`config.mk`:
```
export PLATFORM = sky130hd
export DESIGN_NAME = matrix_multiply
export DESIGN_NICKNAME = d
export VERILOG_FILES = /design/src/design/mm_pkg.sv /design/src/design/mm_ram.sv /design/src/design/mm_seq.sv /design/src/design/mm_mac.sv /design/src/design/matrix_multiply.sv
export SDC_FILE = /design/constraint.sdc
export NUM_CORES = 2
export LEC_CHECK = 0
export BUFFER_PORTS_ARGS = -buffer_cell sky130_fd_sc_hd__buf_4
export CAP_MARGIN = 20
export CORE_MARGIN = 10
export CORE_UTILIZATION = 35
export CTS_CLUSTER_DIAMETER = 60
export DETAILED_ROUTE_END_ITERATION = 8
export MAX_ROUTING_LAYER = met4
export PLACE_DENSITY = 0.5
export SYNTH_ARGS = -nofsm -noshare
export SYNTH_HDL_FRONTEND = slang
export SYNTH_HIERARCHICAL = 1
export SYNTH_SLANG_ARGS = --single-unit
```
`constraint.sdc`:
```
create_clock -name clk -period 17.6 [get_ports clk]
set_input_delay 4.4 -clock clk [delete_from_list [all_inputs] [get_ports clk]]
set_output_delay 4.4 -clock clk [all_outputs]
set_load 0.02 [all_outputs]
```
`src/design/mm_pkg.sv`:
```
`timescale 1ns / 1ps
// Shared types, constants and microcode ROM for the matrix multiplier.
package mm_pkg;

	localparam int MAX_DIM_DEF = 8;
	localparam int ELEM_W      = 16;
	localparam int PROD_W      = 2 * ELEM_W;
	localparam int ACC_W       = 35;
	localparam int IDX_W       = 3;
	localparam int DIM_W       = 4;
	localparam int PC_W        = 3;
	localparam int APB_AW      = 4;
	localparam int APB_DW      = 32;

	localparam logic [1:0] REG_LEFT_ROWS  = 2'd0;
	localparam logic [1:0] REG_INNER_SIZE = 2'd1;
	localparam logic [1:0] REG_RIGHT_COLS = 2'd2;

	typedef enum logic [1:0] {
		CMD_LOAD_LEFT  = 2'd0,
		CMD_LOAD_RIGHT = 2'd1,
		CMD_COMPUTE    = 2'd2,
		CMD_NONE       = 2'd3
	} command_t;

	typedef struct packed {
		command_t           command;
		logic [IDX_W-1:0]   row;
		logic [IDX_W-1:0]   col;
		logic signed [ELEM_W-1:0] value;
	} item_t;

	typedef struct packed {
		logic signed [ACC_W-1:0] product_value;
		logic [IDX_W-1:0]        out_row;
		logic [IDX_W-1:0]        out_col;
		logic                    last;
	} result_t;

	typedef struct packed {
		logic [IDX_W-1:0] rows_last;
		logic [IDX_W-1:0] inner_last;
		logic [IDX_W-1:0] cols_last;
	} dims_t;

	typedef struct packed {
		logic             valid;
		logic             first;
		logic             k_end;
		logic             last;
		logic [IDX_W-1:0] row;
		logic [IDX_W-1:0] col;
	} tag_t;

	typedef enum logic [2:0] {
		COND_NEVER,
		COND_ALWAYS,
		COND_NOT_GO,
		COND_K_MORE,
		COND_J_MORE,
		COND_I_MORE
	} cond_t;

	typedef struct packed {
		logic            clr_i;
		logic            clr_j;
		logic            clr_k;
		logic            inc_i;
		logic            inc_j;
		logic            inc_k;
		logic            issue;
		cond_t           cond;
		logic [PC_W-1:0] target;
	} ucode_t;

	localparam logic [PC_W-1:0] PC_IDLE  = 3'd0;
	localparam logic [PC_W-1:0] PC_INNER = 3'd1;
	localparam logic [PC_W-1:0] PC_COL   = 3'd2;
	localparam logic [PC_W-1:0] PC_ROW   = 3'd3;
	localparam logic [PC_W-1:0] PC_DONE  = 3'd4;

	function automatic ucode_t ucode_rom(input logic [PC_W-1:0] pc);
		ucode_t w;
		w = '0;
		w.cond = COND_ALWAYS;
		w.target = PC_IDLE;
		unique case (pc)
			PC_IDLE: begin
				w.clr_i = 1'b1;
				w.clr_j = 1'b1;
				w.clr_k = 1'b1;
				w.cond = COND_NOT_GO;
				w.target = PC_IDLE;
			end
			PC_INNER: begin
				w.issue = 1'b1;
				w.inc_k = 1'b1;
				w.cond = COND_K_MORE;
				w.target = PC_INNER;
			end
			PC_COL: begin
				w.clr_k = 1'b1;
				w.inc_j = 1'b1;
				w.cond = COND_J_MORE;
				w.target = PC_INNER;
			end
			PC_ROW: begin
				w.clr_j = 1'b1;
				w.inc_i = 1'b1;
				w.cond = COND_I_MORE;
				w.target = PC_INNER;
			end
			default: begin
				w.cond = COND_ALWAYS;
				w.target = PC_IDLE;
			end
		endcase
		return w;
	endfunction

endpackage

```
`src/design/mm_ram.sv`:
```
`timescale 1ns / 1ps
// Generic single-write, single-read RAM with registered read data.
module mm_ram #(
	parameter int WIDTH = 16,
	parameter int DEPTH = 64,
	localparam int AW = (DEPTH > 1) ? $clog2(DEPTH) : 1
) (
	input  logic             clk,
	input  logic             we,
	input  logic [AW-1:0]    waddr,
	input  logic [WIDTH-1:0] wdata,
	input  logic [AW-1:0]    raddr,
	output logic [WIDTH-1:0] rdata
);

	logic [WIDTH-1:0] mem_q [DEPTH];
	logic [WIDTH-1:0] rdata_q;

	always_ff @(posedge clk) begin
		if (we) begin
			mem_q[waddr] <= wdata;
		end
		rdata_q <= mem_q[raddr];
	end

	assign rdata = rdata_q;

endmodule

```
`src/design/mm_seq.sv`:
```
`timescale 1ns / 1ps
// Microcoded sequencer: step counter, loop counters and conditional jumps.
module mm_seq (
	input  logic                         clk,
	input  logic                         arst_n,
	input  logic                         go,
	input  mm_pkg::dims_t                dims,
	output logic                         busy,
	output logic [mm_pkg::IDX_W-1:0]     i_idx,
	output logic [mm_pkg::IDX_W-1:0]     j_idx,
	output logic [mm_pkg::IDX_W-1:0]     k_idx,
	output mm_pkg::tag_t                 tag
);

	logic [mm_pkg::PC_W-1:0]  pc_q;
	logic [mm_pkg::PC_W-1:0]  pc_next;
	logic [mm_pkg::IDX_W-1:0] i_q;
	logic [mm_pkg::IDX_W-1:0] j_q;
	logic [mm_pkg::IDX_W-1:0] k_q;
	mm_pkg::ucode_t           uc;
	logic                     take;

	assign uc = mm_pkg::ucode_rom(pc_q);

	always_comb begin
		unique case (uc.cond)
			mm_pkg::COND_NEVER:  take = 1'b0;
			mm_pkg::COND_ALWAYS: take = 1'b1;
			mm_pkg::COND_NOT_GO: take = !go;
			mm_pkg::COND_K_MORE: take = (k_q != dims.inner_last);
			mm_pkg::COND_J_MORE: take = (j_q != dims.cols_last);
			mm_pkg::COND_I_MORE: take = (i_q != dims.rows_last);
			default:             take = 1'b1;
		endcase
		pc_next = take ? uc.target : pc_q + mm_pkg::PC_W'(1);
	end

	always_ff @(posedge clk or negedge arst_n) begin
		if (!arst_n) begin
			pc_q <= mm_pkg::PC_IDLE;
			i_q <= '0;
			j_q <= '0;
			k_q <= '0;
		end else begin
			pc_q <= pc_next;
			if (uc.clr_i) begin
				i_q <= '0;
			end else if (uc.inc_i) begin
				i_q <= i_q + mm_pkg::IDX_W'(1);
			end
			if (uc.clr_j) begin
				j_q <= '0;
			end else if (uc.inc_j) begin
				j_q <= j_q + mm_pkg::IDX_W'(1);
			end
			if (uc.clr_k) begin
				k_q <= '0;
			end else if (uc.inc_k) begin
				k_q <= k_q + mm_pkg::IDX_W'(1);
			end
		end
	end

	assign busy = (pc_q != mm_pkg::PC_IDLE);
	assign i_idx = i_q;
	assign j_idx = j_q;
	assign k_idx = k_q;

	always_comb begin
		tag.valid = uc.issue;
		tag.first = (k_q == '0);
		tag.k_end = (k_q == dims.inner_last);
		tag.last = (i_q == dims.rows_last) && (j_q == dims.cols_last);
		tag.row = i_q;
		tag.col = j_q;
	end

endmodule

```
`src/design/mm_mac.sv`:
```
`timescale 1ns / 1ps
// Multiply-accumulate pipeline and result register.
module mm_mac (
	input  logic                      clk,
	input  logic                      arst_n,
	input  mm_pkg::tag_t              tag,
	input  logic [mm_pkg::ELEM_W-1:0] left_data,
	input  logic [mm_pkg::ELEM_W-1:0] right_data,
	output logic                      result_valid,
	output mm_pkg::result_t           result
);

	mm_pkg::tag_t                    tag_s1;
	mm_pkg::tag_t                    tag_s2;
	logic signed [mm_pkg::PROD_W-1:0] product_s2;
	logic signed [mm_pkg::ACC_W-1:0]  acc_q;
	logic signed [mm_pkg::ACC_W-1:0]  acc_base;
	logic signed [mm_pkg::ACC_W-1:0]  acc_next;
	logic                             valid_q;
	mm_pkg::result_t                  result_q;

	always_ff @(posedge clk or negedge arst_n) begin
		if (!arst_n) begin
			tag_s1 <= '0;
			tag_s2 <= '0;
		end else begin
			tag_s1 <= tag;
			tag_s2 <= tag_s1;
		end
	end

	always_ff @(posedge clk) begin
		product_s2 <= $signed(left_data) * $signed(right_data);
	end

	always_comb begin
		acc_base = tag_s2.first ? '0 : acc_q;
		acc_next = acc_base + mm_pkg::ACC_W'(product_s2);
	end

	always_ff @(posedge clk or negedge arst_n) begin
		if (!arst_n) begin
			acc_q <= '0;
			valid_q <= 1'b0;
		end else begin
			if (tag_s2.valid) begin
				acc_q <= acc_next;
			end
			valid_q <= tag_s2.valid && tag_s2.k_end;
		end
	end

	always_ff @(posedge clk) begin
		if (tag_s2.valid && tag_s2.k_end) begin
			result_q.product_value <= acc_next;
			result_q.out_row <= tag_s2.row;
			result_q.out_col <= tag_s2.col;
			result_q.last <= tag_s2.last;
		end
	end

	assign result_valid = valid_q;
	assign result = result_q;

endmodule

```
`src/design/matrix_multiply.sv`:
```
`timescale 1ns / 1ps
// Top level: register port, element stores, sequencer and MAC pipeline.
// Load command: busy stays low, a new command may follow at once.
// Compute: one MAC per cycle through the shared multiplier while the inner loop runs
// (the column and row steps issue none); one result per output element, with a longer
// gap between rows; the last one in the final busy cycle.
// Results are one-cycle strobes; the receiver cannot stall them.
// Reset: dimension registers return to MAX_DIM each (8x8x8 by default); stores stay undefined until loaded.
module matrix_multiply #(
	parameter int MAX_DIM = mm_pkg::MAX_DIM_DEF
) (
	input  logic                      clk,
	input  logic                      arst_n,
	input  logic                      psel,
	input  logic                      penable,
	input  logic                      pwrite,
	input  logic [mm_pkg::APB_AW-1:0] paddr,
	input  logic [mm_pkg::APB_DW-1:0] pwdata,
	output logic [mm_pkg::APB_DW-1:0] prdata,
	output logic                      pready,
	input  logic                      start,
	input  mm_pkg::item_t             item,
	output logic                      busy,
	output logic                      result_valid,
	output mm_pkg::result_t           result
);

	localparam int DEPTH = MAX_DIM * MAX_DIM;
	localparam int AW = (DEPTH > 1) ? $clog2(DEPTH) : 1;
	localparam logic [mm_pkg::DIM_W-1:0] DIM_MAX = mm_pkg::DIM_W'(MAX_DIM);
	localparam logic [mm_pkg::IDX_W-1:0] IDX_MAX = mm_pkg::IDX_W'(MAX_DIM - 1);

	logic [mm_pkg::DIM_W-1:0] left_rows_q;
	logic [mm_pkg::DIM_W-1:0] inner_size_q;
	logic [mm_pkg::DIM_W-1:0] right_cols_q;
	logic                     cfg_wr;
	mm_pkg::dims_t            dims;
	logic                     accept;
	logic                     go;
	logic                     in_range;
	logic                     we_left;
	logic                     we_right;
	logic [AW-1:0]            waddr;
	logic [AW-1:0]            raddr_left;
	logic [AW-1:0]            raddr_right;
	logic [mm_pkg::ELEM_W-1:0] left_data;
	logic [mm_pkg::ELEM_W-1:0] right_data;
	logic [mm_pkg::IDX_W-1:0] i_idx;
	logic [mm_pkg::IDX_W-1:0] j_idx;
	logic [mm_pkg::IDX_W-1:0] k_idx;
	mm_pkg::tag_t             tag;

	function automatic logic [mm_pkg::IDX_W-1:0] dim_last(input logic [mm_pkg::DIM_W-1:0] d);
		logic [mm_pkg::IDX_W-1:0] r;
		if (d == '0) begin
			r = '0;
		end else if (d > DIM_MAX) begin
			r = IDX_MAX;
		end else begin
			r = mm_pkg::IDX_W'(d - mm_pkg::DIM_W'(1));
		end
		return r;
	endfunction

	assign cfg_wr = psel && penable && pwrite && pready;
	assign pready = 1'b1;

	always_ff @(posedge clk or negedge arst_n) begin
		if (!arst_n) begin
			left_rows_q <= DIM_MAX;
			inner_size_q <= DIM_MAX;
			right_cols_q <= DIM_MAX;
		end else if (cfg_wr) begin
			unique case (paddr[3:2])
				mm_pkg::REG_LEFT_ROWS:  left_rows_q <= pwdata[mm_pkg::DIM_W-1:0];
				mm_pkg::REG_INNER_SIZE: inner_size_q <= pwdata[mm_pkg::DIM_W-1:0];
				mm_pkg::REG_RIGHT_COLS: right_cols_q <= pwdata[mm_pkg::DIM_W-1:0];
				default: ;
			endcase
		end
	end

	always_comb begin
		unique case (paddr[3:2])
			mm_pkg::REG_LEFT_ROWS:  prdata = mm_pkg::APB_DW'(left_rows_q);
			mm_pkg::REG_INNER_SIZE: prdata = mm_pkg::APB_DW'(inner_size_q);
			mm_pkg::REG_RIGHT_COLS: prdata = mm_pkg::APB_DW'(right_cols_q);
			default:                prdata = '0;
		endcase
	end

	always_comb begin
		dims.rows_last = dim_last(left_rows_q);
		dims.inner_last = dim_last(inner_size_q);
		dims.cols_last = dim_last(right_cols_q);
	end

	assign accept = start && !busy;
	assign go = start && (item.command == mm_pkg::CMD_COMPUTE);
	assign in_range = ({1'b0, item.row} < DIM_MAX) && ({1'b0, item.col} < DIM_MAX);
	assign we_left = accept && in_range && (item.command == mm_pkg::CMD_LOAD_LEFT);
	assign we_right = accept && in_range && (item.command == mm_pkg::CMD_LOAD_RIGHT);
	assign waddr = AW'(item.row * MAX_DIM + item.col);
	assign raddr_left = AW'(i_idx * MAX_DIM + k_idx);
	assign raddr_right = AW'(k_idx * MAX_DIM + j_idx);

	mm_ram #(
		.WIDTH(mm_pkg::ELEM_W),
		.DEPTH(DEPTH)
	) u_left_store (
		.clk(clk),
		.we(we_left),
		.waddr(waddr),
		.wdata(item.value),
		.raddr(raddr_left),
		.rdata(left_data)
	);

	mm_ram #(
		.WIDTH(mm_pkg::ELEM_W),
		.DEPTH(DEPTH)
	) u_right_store (
		.clk(clk),
		.we(we_right),
		.waddr(waddr),
		.wdata(item.value),
		.raddr(raddr_right),
		.rdata(right_data)
	);

	mm_seq u_seq (
		.clk(clk),
		.arst_n(arst_n),
		.go(go),
		.dims(dims),
		.busy(busy),
		.i_idx(i_idx),
		.j_idx(j_idx),
		.k_idx(k_idx),
		.tag(tag)
	);

	mm_mac u_mac (
		.clk(clk),
		.arst_n(arst_n),
		.tag(tag),
		.left_data(left_data),
		.right_data(right_data),
		.result_valid(result_valid),
		.result(result)
	);

	a_result_in_compute: assert property (@(posedge clk) disable iff (!arst_n)
		result_valid |-> $past(busy))
		else $error("result beat outside a compute");

	a_last_isolated: assert property (@(posedge clk) disable iff (!arst_n)
		result_valid && result.last |=> !result_valid)
		else $error("result beat right after the last beat");

	a_busy_from_compute: assert property (@(posedge clk) disable iff (!arst_n)
		$rose(busy) |-> $past(start && item.command == mm_pkg::CMD_COMPUTE))
		else $error("busy rose without a compute command");

	a_no_load_when_busy: assert property (@(posedge clk) disable iff (!arst_n)
		busy |-> !(we_left || we_right))
		else $error("store written during compute");

endmodule

```
# == Word level (Yosys, flattened, before mapping) ==
# Memories as Yosys holds them, arrays and structs flattened. A register that Yosys moved wholly into a read port is not among the register bits.
# Cells that the tools add are included.
# totals
reg_bits,154
ram_bits,2048
inputBits,66
output_inout_bits,77
wordCells,114
mem_count,2
# memory_table
name,depth,word_bits,read_ports,rd_ports_with_merged_regs,write_ports,line,rtl
u_left_store.mem_q,64,16,1,1,1,mm_ram.sv:16,logic [WIDTH-1:0] mem_q [DEPTH];
u_right_store.mem_q,64,16,1,1,1,mm_ram.sv:16,
# classes
addsub,11
multipliers,1
n_lt_le_gt_ge,3
eq_ne,17
muxes,27
reduce_logical,27
# ops
cell,n
$mux 3,13
$add 35x32->35,1
$mux 35,1
$mul 16x16->32,1
$pmux 6 s4,1
$add 6x3->6,3
$add 3x1->3 const B,4
$eq 3x2->1 const B,4
$gt 4x4->1 const B,3
$logic_not 4->1,3
$pmux 4 s3,1
$eq 3x3->1,3
$logic_not 3->1,3
$mux 1,9
$ne 3x3->1,3
$sub 3x1->3 const B,3
$logic_and 1x1->1,8
$eq 3x3->1 const B,2
$reduce_and 2->1,3
$reduce_bool 2->1,3
$pmux 1 s5,1
$eq 2x1->1 const B,2
$eq 2x2->1 const B,2
$logic_not 2->1,2
other kinds (5),7

# == Longest topological paths before layout ==
# logic_depth
depth_word,6
ltp_mapped,26
mapped_depth_nobuf,25

# == Modules after synthesis ==
# Netlist, hierarchy kept.
# by_module_without_submodules
mod,n_inst,cells_per_inst,area_per_inst_um2,seq_area_each_um2
mm_ram,2,1829,40042.2,31069.8
mm_mac,1,1552,15548.7,3303.2
matrix_multiply,1,107,998.5,304.0
mm_seq,1,102,899.6,300.3

# == Worst setup path before layout ==
# Ideal clock, no wire load.
# synth_path
path_kind,input port to output port
startpoint,input paddr[3] (netlist bit)
endpoint,output prdata[0] (netlist bit)
arrival_time_ps,5107
setup_slack_ps,8093
path_stages,3
n_path_buf,1
path_cell_list,buf_6 -> mux2i_1 -> o21ai_0
# synth_between
elab_chain_len,2
word_cells_on_any_way,4
classes_between,eq/ne (2); mux (1); reduce/logical (1)
# synth_rtl
element,line,rtl
"start, declared",matrix_multiply.sv:17,"input logic [mm_pkg::APB_AW-1:0] paddr,"
"$eq 2x2->1, or another cell as far along",matrix_multiply.sv:84,unique case (paddr[3:2])
$pmux 4 s3 (*),matrix_multiply.sv:84,
"end, declared",matrix_multiply.sv:19,"output logic [mm_pkg::APB_DW-1:0] prdata,"
# Every way passes the cells marked *; elsewhere a longest branch is shown, timed or not.

# == Final worst setup path ==
# layout_path
startpoint,input paddr[3] (netlist bit)
endpoint,output prdata[1] (netlist bit)
# Same word-level chain as after synthesis.

==> results.toml <==
[synthesis]
async_flop_share_pct = 3.581
synth_edf_count = 2090
synth_area_leaders = "edfxtp_1 (64%), mux4_2 (10%), fa_1 (5.4%)"
syn_inst = 5419
syn_area_sq_mm = 0.09753
synth.most_common_cell = "edfxtp_1"
yosysWarnings = 6
synth_top_area_share_pct = 64.35
synthFlopType = "edfxtp_1"
synth_commonest_cells = "edfxtp_1 (2,090), mux4_2 (440), inv_1 (339)"
synth_area_per_cell_sq_um = 18.00
yosysSeqAreaShare_pct = 67.72
ys_seq_elements = 2234
ys_types = 87
synth_top_area_cell = "edfxtp_1"

[setup_path]
cp-end-kind = "primary output"
r2r_end = "u_mac/product_s2[31]$_DFF_P_"
critical_path.most_common_cell = "buf_4"
crit_type = "in -> out"
cp.arrival_ns = 5.33
crit_fanout = 8
rr_startpoint = "u_left_store/rdata[11]$_DFF_P_"
crit_chain = "buf_4 -> nor2b_1 -> nand2_1 -> o21ai_0 -> buf_4"
required_ns = 13.20
critPathSlowestCell = "nor2b_1"
reg2reg_depth = 21
r2r_setup_slack_ns = 10.23
critPathLaunchType = "primary input"
crit_path_max_incr_delay_ns = 0.26
setup.worst_path.start = "paddr[3]"

[min_path]
whs_path_depth = 0
holdPathEnd = "u_mac/tag_s2[4]$_DFF_PN0_"
min_from = "u_mac/tag_s1[4]$_DFF_PN0_"
hold_path_class = "reg -> reg"

[timing]
fin_skew_ns = 0.09909
maxSlewViolCount = 0
hold_viol_final = 0
setup_viol = 0
period_share_pct = 55.26
fmax_mhz = 102.8
tightest_slew_ns = 1.114
fin_crit_ns = 9.726
slew_headroom_pct = 25.74
fin_tns_setup_ns = 0
grt_setup_unrepaired = "no"

[floorplanning]
dieArea_sq_mm = 0.3002
die_w_um = 547.9
io_pins = 143
rows = 193
initial_core_util_pct = 35.21
coreArea_sq_mm = 0.2770
die_height_um = 547.9

[global_routing]
grt_usage_pct = 16.55
first_global_vias = 51159
grt_antenna_before_repair = 20
grt_max_degree = 96
grt_pass1_wl_um = 361300
grt_overflow = 0

[cts]
cts_root_buf = "clkbuf_16"
tritoncts = "yes"
clkTransAtPathRegs_ns = 0.06
numCtsBuffers = 239
clockBufferDepth = 4
h-tree-depth = 4
clock_sinks = 2234
post_cts_buffers = 0
clkLatencyLatePin_ns = 0.92
cts_resized = 0
hold_buffers = 0

[drt]
drt_iter0_drc = 4146
routed_wl_um = 246600
drc_errors = 0
dr_total_vias = 49310
ant_nets = 0
wl_per_cell_um = 25.70
dr.pass1.iters = 6
vias_per_cell = 5.140

[placed_design]
routabilityCongestion = 0.8241
portBuffers = 83
dpl.hpwl_um = 153200

[flow_run]
maxCapViolCount = 0

[cells_and_area]
drive_gt1_share_pct = 20.63
seqCellArea_sq_mm = 0.06607
fin_nets = 6142
areaGrowthSynthToFinish_pct = 12.91
nFillCells = 25063
multiInputGateArea_sq_mm = 0.02844

[outcome]
status = "finished clean"
final cells by class:
| cell class | count | share of cell area (%) |
|---|---|---|
| inverters | 339 | 1.155 |
| flip-flops and latches | 2234 | 60.00 |
| clock buffers | 304 | 5.783 |
| multi-input cells | 2583 | 25.82 |
| clock inverters | 129 | 0.9248 |
| repair buffers | 287 | 2.076 |
| diodes | 13 | 0.02954 |
| well taps | 3705 | 4.209 |
logic make-up (layout without fill, tap and decap cells):
kind of cell,after synthesis,after routing,share of synthesized area [%]
flip-flops,2234,2234,67.72
AND/OR/NAND/NOR,918,918,4.668
multiplexers,726,726,13.36
buffers and inverters,629,1059,3.273
AO/OA/AOI/OAI,440,440,3.214
adder cells (fa/ha/maj),394,394,7.074
XOR/XNOR,76,76,0.6825
other,2,42,0.007700
registers in the layout, indices dropped and copies added (netlist names), 4 cells and up:
name,count
inner_size_q,4
left_rows_q,4
right_cols_q,4
u_left_store/mem_q,1024
u_left_store/rdata,16
u_mac/acc_q,35
u_mac/product_s2,32
u_mac/result,42
u_mac/tag_s1,10
u_mac/tag_s2,10
u_right_store/mem_q,1024
u_right_store/rdata,16
placed cells by master, fill, tap and decap left out, types with 49 or more instances in the layout:
master        n
dfrtp_1      68
a21oi_1      89
clkbuf_1     54
clkinv_2     50
fa_1        263
inv_1       339
mux2i_1     177
buf_4       276
ha_1        129
nor2b_1     106
and2_1      132
clkbuf_16   242
mux2_2      100
clkinv_1     49
a22oi_1      78
mux4_2      440
xnor2_1      62
edfxtp_1   2090
nand3_1      60
nand2_1     279
dfxtp_1      64
nor2_1      205
layer usage:
layer | vias up | track usage [%] | wire (um) | part of all wire (%)
li1 | 21348 | - | - | -
met1 | 26290 | 22.29 | 108400 | 44
met2 | 1306 | 26.51 | 118800 | 48
met3 | 366 | 2.509 | 13380 | 5.4
met4 | 0 | 4.109 | 5933 | 2.4
met5 | - | - | 0 | 0
stage by stage:
stage                     instances  utilization (%)  hold WS, ns  cell area, sq um  setup slack [ns]
after floorplan                5446                -       0.3312             97630             8.093
after global placement         9140            37.03       0.3357            102600             7.735
after detailed placement       9142            37.04       0.3356            102600             7.782
after CTS                      9575            39.71       0.3340            110000             7.781
after global routing           9583            39.75       0.3446            110100             7.710
final                          9594            39.76       0.3339            110100             7.874
worst max-delay path, delay by kind of cell:
kind / cells / cell delay [ns]
and+or+nand+nor: 2 / 0.35
AOI/OAI and AO/OA: 1 / 0.15
buffers and inverters: 2 / 0.41
how the worst max path moves through the flow:
stage / slack [ns] / to
2_1_floorplan: 8.09 / prdata[0]
3_3_place_gp: 7.74 / prdata[1]
3_5_place_dp: 7.78 / prdata[1]
4_1_cts: 7.78 / prdata[1]
5_1_grt: 7.71 / prdata[1]
6_report: 7.87 / prdata[1]
Power is left out: the tool's default activity adds up to more than one toggle a clock period on the data nets, which glitch-free logic cannot reach.
